--- config.mk ---
export PLATFORM = sky130hd
export DESIGN_NAME = cstt_front
export DESIGN_NICKNAME = d
export VERILOG_FILES = /design/src/rtl/cstt_pkg.sv /design/src/rtl/cstt_front.sv
export SDC_FILE = /design/constraint.sdc
export NUM_CORES = 1
export LEC_CHECK = 0
export BUFFER_PORTS_ARGS = -buffer_cell sky130_fd_sc_hd__buf_4
export CAP_MARGIN = 30
export CORE_MARGIN = 3
export CORE_UTILIZATION = 56
export CTS_CLUSTER_DIAMETER = 200
export CTS_CLUSTER_SIZE = 14
export DETAILED_ROUTE_END_ITERATION = 16
export PLACE_DENSITY = 0.84
export SLEW_MARGIN = 20
export SYNTH_ARGS = -nofsm -noshare
export SYNTH_HDL_FRONTEND = slang
export SYNTH_SLANG_ARGS = --single-unit
--- constraint.sdc ---
create_clock -name clock -period 9.5 [get_ports clock]
set_input_delay 0 -clock clock [delete_from_list [all_inputs] [get_ports clock]]
set_output_delay 0 -clock clock [all_outputs]
set_load 0.005 [all_outputs]
--- src/rtl/cstt_pkg.sv ---
`default_nettype none
package cstt_pkg;

   // default table size
   localparam int MAX_SLOTS_DEF = 64;

   // id layout
   localparam int PREFIX_SHIFT = 24;
   localparam int PREFIX_W     = 8;
   localparam int INDEX_W      = 24;

   // input function codes
   localparam logic [2:0] FUNC_ADD     = 3'd0;
   localparam logic [2:0] FUNC_DELETE  = 3'd1;
   localparam logic [2:0] FUNC_REFRESH = 3'd2;
   localparam logic [2:0] FUNC_GET     = 3'd3;
   localparam logic [2:0] FUNC_CHECK   = 3'd4;

   // result status codes
   localparam logic [2:0] STAT_OK     = 3'd0;
   localparam logic [2:0] STAT_FULL   = 3'd1;
   localparam logic [2:0] STAT_PREFIX = 3'd2;
   localparam logic [2:0] STAT_RANGE  = 3'd3;
   localparam logic [2:0] STAT_UNUSED = 3'd4;

   // classified operation
   typedef enum logic [2:0] {
      OP_ADD,
      OP_DEL,
      OP_REF,
      OP_GET,
      OP_CHK,
      OP_NOP
   } op_type;

   // command passed from the front to the back
   typedef struct packed {
      op_type      op;
      logic [31:0] handle;
      logic [31:0] id;
      logic [31:0] tmo;
      logic [31:0] now;
   } cmd_type;

   // back sequencer states
   typedef enum logic [2:0] {
      ST_IDLE,
      ST_ADD_WR,
      ST_GET_WR,
      ST_SCAN,
      ST_SCAN_END
   } state_type;

endpackage
`default_nettype wire

--- src/rtl/cstt_front.sv ---
`default_nettype none
module cstt_front (
   input  wire logic              clock,
   input  wire logic              reset,
   input  wire logic              req_tvalid,
   output logic                   req_tready,
   input  wire logic [127:0]      req_tdata,
   input  wire logic [2:0]        req_tuser,
   output logic                   cmd_valid,
   input  wire logic              cmd_ready,
   output cstt_pkg::cmd_type      cmd
);

   cstt_pkg::cmd_type q_ff [2];
   logic              wr_ff, wr_in;
   logic              rd_ff, rd_in;
   logic [1:0]        cnt_ff, cnt_in;
   cstt_pkg::cmd_type dec;
   logic              push, pop;

   // classify the function code
   always_comb begin
      dec.handle = req_tdata[31:0];
      dec.id     = req_tdata[63:32];
      dec.tmo    = req_tdata[95:64];
      dec.now    = req_tdata[127:96];
      unique case (req_tuser)
         cstt_pkg::FUNC_ADD:     dec.op = cstt_pkg::OP_ADD;
         cstt_pkg::FUNC_DELETE:  dec.op = cstt_pkg::OP_DEL;
         cstt_pkg::FUNC_REFRESH: dec.op = cstt_pkg::OP_REF;
         cstt_pkg::FUNC_GET:     dec.op = cstt_pkg::OP_GET;
         cstt_pkg::FUNC_CHECK:   dec.op = cstt_pkg::OP_CHK;
         default:                dec.op = cstt_pkg::OP_NOP;
      endcase
   end

   // two-entry command queue
   assign req_tready = (cnt_ff != 2'd2);
   assign cmd_valid  = (cnt_ff != 2'd0);
   assign cmd        = q_ff[rd_ff];
   assign push       = req_tvalid && req_tready;
   assign pop        = cmd_valid && cmd_ready;
   assign wr_in      = push ? ~wr_ff : wr_ff;
   assign rd_in      = pop ? ~rd_ff : rd_ff;
   assign cnt_in     = cnt_ff + {1'b0, push} - {1'b0, pop};

   always_ff @(posedge clock) begin
      if (push) begin
         q_ff[wr_ff] <= dec;
      end
   end

   always_ff @(posedge clock) begin
      if (reset) begin
         wr_ff  <= 1'b0;
         rd_ff  <= 1'b0;
         cnt_ff <= 2'd0;
      end else begin
         wr_ff  <= wr_in;
         rd_ff  <= rd_in;
         cnt_ff <= cnt_in;
      end
   end

endmodule
`default_nettype wire

* Yosys cells after proc, flatten, opt, wreduce, memory -nomap -nowiden
Memories as Yosys holds them, arrays and structs flattened. A register that Yosys moved wholly into a read port is not among the register bits. Cells that the tools add are included.
Word-level totals: bits in registers 4, memory bits (writable) 262, output and inout port bits 133, word-level logic and storage cells 22, memories 1
Memories:
- q_ff | depth 2, width 131, rd ports 1, clocked after Yosys merged registers in 1, wr ports 1, RTL line cstt_front.sv:14 | cstt_pkg::cmd_type q_ff [2];
Cells by class: $add $sub $neg 2, equality and inequality tests 5, multiplexer cells 5, bitwise operators 2, reduce and logical (&&, ||, !) cells 4
Operator list (number):
- $pmux 3 s5 | 1
- $eq 3x2->1 const B | 2
- $mux 1 | 4
- $eq 3x1->1 const B | 1
- $eq 3x3->1 const B | 1
- $logic_not 3->1 | 1
- $add 2x1->2 | 1
- $logic_and 1x1->1 | 2
- $ne 2x2->1 const B | 1
- $not 1->1 | 2
- $reduce_bool 2->1 | 1
- $sub 2x1->2 | 1

* Longest topological paths before layout
Gate-level depths: netlist (run 1).
word-level depth 4, mapped depth 6, mapped depth without buffers 6

* Worst setup path before layout (run 1)
Ideal clock, no wire load.
kind flip-flop to flip-flop, from register cnt_ff[0], to memory q_ff[1][0] in the netlist's numbering, enable pin, library setup time 0.506 ns, data arrival time 3.680 ns, path slack 5.314 ns, cell stages (with the launch flop) 3, path buffers 0, cells stage by stage dfxtp_1 > nand2b_1 > and3_1
On the way: longest elaborated chain between the ends 4
Ends and longest elaborated chain:
- from (decl) | RTL line cstt_front.sv:17 | logic [1:0] cnt_ff, cnt_in;
- from (signal assigned) | RTL line cstt_front.sv:61 | cnt_ff <= cnt_in;
- $ne 2x2->1 | RTL line cstt_front.sv:38 | assign req_tready = (cnt_ff != 2'd2);
- named net req_tready | RTL line cstt_front.sv:6 | output logic req_tready,
- $logic_and 1x1->1 | RTL line cstt_front.sv:41 | assign push = req_tvalid && req_tready;
- $mux 1 | RTL line cstt_front.sv:48 | if (push) begin
- $mux 1 (not written as such) | RTL line cstt_front.sv:49 | q_ff[wr_ff] <= dec;
- to (decl) | RTL line cstt_front.sv:14
The timed path passes the listed nets, and every way through them passes these cells.

==> results of run 1 <==
-- final cells by class --
cell class	instances	area share, %
Inverter	1	0.04370
Multi-Input combinational cell	156	13.86
Clock inverter	1	0.1136
Sequential cell	267	55.68
Tap cell	225	1.966
Timing Repair Buffer	409	24.10
Clock buffer	31	4.230
-- stage by stage --
step           total power [mW]  worst slack, ps
2_1_floorplan             1.909             5314
3_3_place_gp              2.200             6696
3_5_place_dp              2.235             6629
4_1_cts                   3.090             6087
5_1_grt                   3.202             5960
6_report                  3.087             6108
-- state kept, by name, summed over array words and instances, names as in the netlist, named ones only --
register,flops
q_ff,262
rd_ff,1
cnt_ff,2
wr_ff,1
-- repair_timing --
| action | CTS | global route |
|---|---|---|
| hold buffers | 136 | 0 |
| hold endpoints to repair | 267 | 0 |
| setup endpoints to repair | 0 | 0 |
| buffers inserted | 0 | 0 |
-- placed cells by master, fill, tap and decap left out, types with 2 or more instances in the layout --
master and count:
buf_4 271, edfxtp_1 262, dlygate4sd3_1 136, mux2_4 90, mux2_2 41, clkbuf_16 23, clkbuf_1 8, nor2_1 5
nor2b_1 4, dfxtp_1 4, o21ai_0 2, buf_16 2
-- kinds of logic (layout without fill, tap and decap cells) --
logic type,count (synthesis),in the layout,share of synthesized area [%]
adders and majority gates,1,1,0.1238
and+or+nand+nor,14,14,0.7432
DFF,267,267,78.87
muxes,132,132,18.06
xor gates and xnor gates,1,1,0.08671
AOI/OAI and AO/OA,8,8,0.5822
buffers and inverters,17,442,1.536
-- worst max-delay path by stage --
stage	endpoint	slack, ps
after CTS	cmd[33]	6090
after global routing	cmd[130]	5960
final	cmd[130]	6110
after detailed placement	cmd[33]	6630
after global placement	cmd[34]	6700
after floorplan	q_ff[1][0]	5310
-- per-layer routing --
metal	wire length, um	part of all wire [%]	track usage, %
met1	8685	37	28.80
met4	458	2.0	5.150
met5	0	0	0
met3	1834	7.9	4.916
met2	12250	53	41.51
-- critical path: cells and delay by family (launching register included) --
| family | cells | cell delay [ps] |
|---|---|---|
| buffers and inverters | 3 | 1770 |
| multiplexers | 1 | 430 |
| flip-flops | 1 | 570 |
-- power by group through the flow --
stage	clock [mW]	sequential [mW]	combinational [mW]
after floorplan	0	1.49	0.416
after global routing	0.877	1.49	0.832
final	0.817	1.48	0.786
after CTS	0.827	1.48	0.782
after global placement	0	1.50	0.704
after detailed placement	0	1.50	0.730
-- cell usage after synthesis, types with 2 or more instances --
master,instances
buf_2,4
buf_6,10
dfxtp_1,5
edfxtp_1,262
mux2_2,41
mux2_4,90
nor2_1,5
nor2b_1,4
o21ai_0,2
==> results by group, run 1 <==
Power
  • Share of power burned in registers: 48.1%
  • Net Sw Frac: 23.94%
  • Combinational power share: 25.5%
  • Maximum vdd drop: 0.0002191 V
  • Clock group share of total power: 26.5%
  • Switch Pwr: 0.7391 mW
  • P_int: 2.348 mW
  • Leakage power: 5.558 nW
  • PD cells: 215.6 nW/um^2

Worst setup path
  • Startpoint Class: flop
  • Worst-path cell chain: buf_4, buf_4, mux2_2, buf_4
  • Setup crit end kind: output port
  • Worst path required time: 9500 ps
  • Reg2Reg Depth: 4
  • Worst path max stage delay: 850 ps
  • Crit path arrival time: 3390 ps
  • Most frequent CP cell: buf_4
  • Reg-to-reg startpoint: cnt_ff[0]
  • Crit path max fanout: 54
  • Flop2flop setup slack: 6930 ps
  • Worst reg2reg endpoint: q_ff[1][7]
  • CP Class: flop to output port
  • Crit-path slowest cell: buf_4

Drt
  • First drt pass iteration count: 5
  • Final wirelength: 23230 um
  • Final ANT Viol Nets: 0
  • DRC: 0
  • Via Count: 5715
  • Via/cell ratio: 5.243
  • Post-detailed-route wirelength per cell: 21.31 um
  • Initial DRC Count: 391

Clock network
  • H-Tree Level Count: 1
  • CTS tree: done
  • Post_cts resized: 0
  • Clk_lat worst skew: 490 ps
  • Reg clk slew, reported paths: 70 ps
  • Clock sinks: 267
  • Root Driver: clkbuf_16
  • Total CTS buffers: 23
  • CTS max path bufs: 3

Die
  • Core box area: 17480 um^2
  • DIE AREA: 19690 um^2
  • Initial Utilization: 57.80%
  • Die W: 140.3 um
  • Die Ht: 140.3 um
  • IO Count: 268
  • Cell Rows: 48

Global routing
  • Initial antenna violation count: 0
  • First-pass GRT wire length: 35370 um
  • Total grt overflow: 0
  • All-layer global routing usage: 23.03%
  • Largest net degree at the start of global routing: 59
  • Vias in the first global route: 6245

STA
  • Clk_skew: 13.67 ps
  • Hold Slack: 224.5 ps
  • Slew HR: 35.68%
  • Final slew viol count: 0
  • Max Clk Rate: 294.8 MHz
  • Min Tclk post-route: 3392 ps
  • Crit share post-route: 35.70%
  • Final Hold Viols: 0
  • Worst-margin pin slew: 964.8 ps
  • RSZ-0062 raised after global routing: no
  • Final setup violating endpoints: 0
  • Setup TNS: 0 ps

Hold path
  • Hold depth: 2
  • Worst min path class: primary input to flop
  • HP Start: req_tdata[122]
  • Worst Hold End: q_ff[0][26]

Yosys
  • Post-synth ARST share: 0%
  • Mapped Area: 10100 um^2
  • Top post-synthesis cells by area: edfxtp_1 78%, mux2_4 13%, mux2_2 4.6%
  • Number of synthesized flops with an enable pin: 262
  • Top-area cell type share of the netlist area: 77.88%
  • Fraction of the yosys area taken by sequential cells: 78.87%
  • Post-synthesis register bit count: 267
  • Syn Area/Cell: 22.96 um^2
  • Post-Synthesis Cells: 440
  • Main synth FF type: edfxtp_1
  • Synth warn: 0
  • Net Count, Synth: 576
  • Distinct cells, synth: 26
  • Dominant cell type by area after synthesis: edfxtp_1

Final layout
  • Area grow syn2layout: 41.71%
  • Nets@finish: 994
  • Register area: 7971 um^2
  • Multi-input gate area: 1984 um^2
  • Fin util: 81.92%
  • Non-Filler Instances: 1090
  • Final Cell Area: 14320 um^2
  • Fillers: 800
  • Ant diodes: 0
  • Proportion of layout cells with a drive suffix above 1: 50.06%

Place
  • Post-DP Area: 12330 um^2
  • GPL Wtd Cong: 0.7610
  • Dpl hpwl: 13760 um
  • Placed instance count: 922
  • IO Port Bufs: 267

Status
  • Status: completed

Flow run
  • Max Cap Viol: 0
(Power assumes the default switching activity.)
==> inputs of run 2 (changes only) <==
CORE_UTILIZATION = 52   (was 56)
PLACE_DENSITY = 0.79   (was 0.84)
clock period = 3.3 ns   (was 9.5 ns; I/O delays follow)
==> run 2 against run 1 <==
Cell area is 0.87% higher. Hold slack worse by 8.0 ps. Critical path depth decreased by 1. Register-to-register slack worse by 5700 ps. Power increased to 2.9 times the previous value. Clock power grew to 2.9 times the previous value. Via count shrank 1.2%. First-iteration DRC count fell by 10%. Routed wire length decreased by 1.3%.
==> results by group, run 2 (synthesis results as in run 1) <==
Die
  • Core box area: 18890 um^2 (+8.1%)
  • Die Ht: 145.4 um (+3.6%)
  • Initial Utilization: 53.47% (-4.3 points)
  • Cell Rows: 50 (+4.2%)
  • Die W: 145.4 um (+3.6%)
  • DIE AREA: 21140 um^2 (+7.4%)
  • IO Count: 268 (unchanged)

STA
  • RSZ-0062 raised after global routing: no
  • Max Clk Rate: 433.7 MHz
  • Setup ws final: 994.1 ps (-5114 ps)
  • Final Hold Viols: 0 (unchanged)
  • Setup TNS: 0 ps (unchanged)
  • Crit share post-route: 69.88%
  • Final slew viol count: 0 (unchanged)
  • Final setup violating endpoints: 0 (unchanged)
  • Min Tclk post-route: 2306 ps
  • Slew HR: 50.29% (+15 points)
  • Worst-margin pin slew: 745.7 ps (-219.1 ps)
  • Clk_skew: 16.93 ps (+3.264 ps)

Global routing
  • All-layer global routing usage: 21.19% (-1.8 points)
  • Initial antenna violation count: 2 (+2)
  • Largest net degree at the start of global routing: 46 (-22%)
  • Total grt overflow: 0 (unchanged)
  • First-pass GRT wire length: 35380 um (about the same)
  • Vias in the first global route: 6182 (-1.0%)

Final layout
  • Proportion of layout cells with a drive suffix above 1: 50.46% (+0.40 points)
  • Area grow syn2layout: 42.95%
  • Commonest non-fill, non-tap cells in the layout: 275 x buf_4, 262 x edfxtp_1, 136 x dlygate4sd3_1, 90 x mux2_4, 41 x mux2_2
  • Fillers: 1030 (+29%)
  • Commonest non-fill, non-tap cell in the layout: buf_4
  • Max reg flops: 262 (unchanged)
  • Fin util: 76.44% (-5.5 points)
  • Largest register by flop count: q_ff
  • Multi-input gate area: 1984 um^2 (unchanged)
  • Largest regs: q_ff (262), cnt_ff (2)
  • Nets@finish: 1001 (+0.70%)
  • Register area: 7971 um^2 (unchanged)

Worst setup path
  • Setup crit end kind: output port
  • Worst path required time: 3300 ps (-6200 ps)
  • CP Class: flop to output port
  • Startpoint Class: flop
  • Crit path arrival time: 2310 ps (-1080 ps)
  • Reg2Reg Depth: 4 (unchanged)
  • Crit path max fanout: 39 (-28%)

Clock network
  • Root Driver: clkbuf_16
  • Total CTS buffers: 23 (unchanged)
  • Clock sinks: 267 (unchanged)
  • Hold Buf Count CTS: 136 (unchanged)
  • Clk_lat worst skew: 510 ps (+20 ps)
  • Post_cts resized: 0 (unchanged)
  • CTS tree: done
  • Post-CTS Setup Inserts: 0 (unchanged)
  • H-Tree Level Count: 1 (unchanged)
  • Reg clk slew, reported paths: 70 ps (about the same)
  • CTS max path bufs: 3 (unchanged)

Power
  • PD cells: 617.9 nW/um^2 (+190%)
  • Leakage power: 5.593 nW (+0.63%)
  • Maximum vdd drop: 0.0004916 V (+120%)

Drt
  • Initial DRC Count: 351 (-10%)
  • Via/cell ratio: 4.980 (-5.0%)
  • Via Count: 5647 (-1.2%)
  • Post-detailed-route wirelength per cell: 20.22 um (-5.1%)
  • Final ANT Viol Nets: 0 (unchanged)
  • Final wirelength: 22930 um (-1.3%)
  • DRC: 0 (unchanged)
  • First drt pass iteration count: 4 (-1)

Hold path
  • Worst min path class: primary input to flop
  • Hold depth: 2 (unchanged)

Place
  • Setup WS pre-CTS: 1254 ps (-5375 ps)
  • GPL Wtd Cong: 0.7384 (-3.0%)
  • Dpl hpwl: 13590 um (-1.3%)
  • IO Port Bufs: 267 (unchanged)

Status
  • Status: completed

Flow run
  • Max Cap Viol: 0 (unchanged)
## run 2: cell types whose count changed in the layout (fill, tap and decap cells not counted), sizes merged
cell,delta
diode,+2
buf,+7
inv,-1
clkinvlp,+1
## run 2: through the flow
stage / power [mW] / hold WS (ps) / cells / cell area [um^2]
global placement: 6.392 / 184.8 / 964 / 12450
floorplan: 5.478 / 69.07 / 440 / 10110
global route: 9.289 / 210.2 / 1134 / 14440
finish: 8.923 / 216.5 / 1134 / 14440
CTS: 8.943 / 198.2 / 1132 / 14440
detailed placement: 6.459 / 187.6 / 964 / 12450
## run 2: worst paths after layout
check / from / to / slack (ps)
worst max register to register: cnt_ff[0] / q_ff[0][56] / 1220
worst max-delay path: flop / cmd[130] / 990
worst min-delay path: req_tdata[125] / q_ff[0][29] / 220
worst min register to register: rd_ff / rd_ff / 520
## run 2: per-layer routing
metal / part of all wire [%] / global-route usage, %
met3: 7.5 / 5.606
met2: 51 / 37.37
met5: 0 / 0
met4: 2.0 / 4.606
met1: 39 / 26.63
## run 2: cell type report
cell class	count	share of cell area [%]
diodes	2	0.03466
clock buffers	31	4.193
clock inverters	1	0.1126
inverters	1	0.05198
multi-input cells	156	13.74
flip-flops and latches	267	55.20
well taps	260	2.253
repair buffers	416	24.42
## run 2: where the power goes
| part | total [mW] | switching (mW) | internal (mW) |
|---|---|---|---|
| Combinational | 2.26 | 0.874 | 1.38 |
| Sequential | 4.30 | 0.176 | 4.12 |
| Clock | 2.37 | 1.09 | 1.27 |
| Total | 8.92 | 2.14 | 6.78 |
## run 2: worst max-delay path, stage by stage, from the launching register on
cell and delay (ps):
dfxtp_4 830, buf_4 400, mux2_2 390, buf_4 150
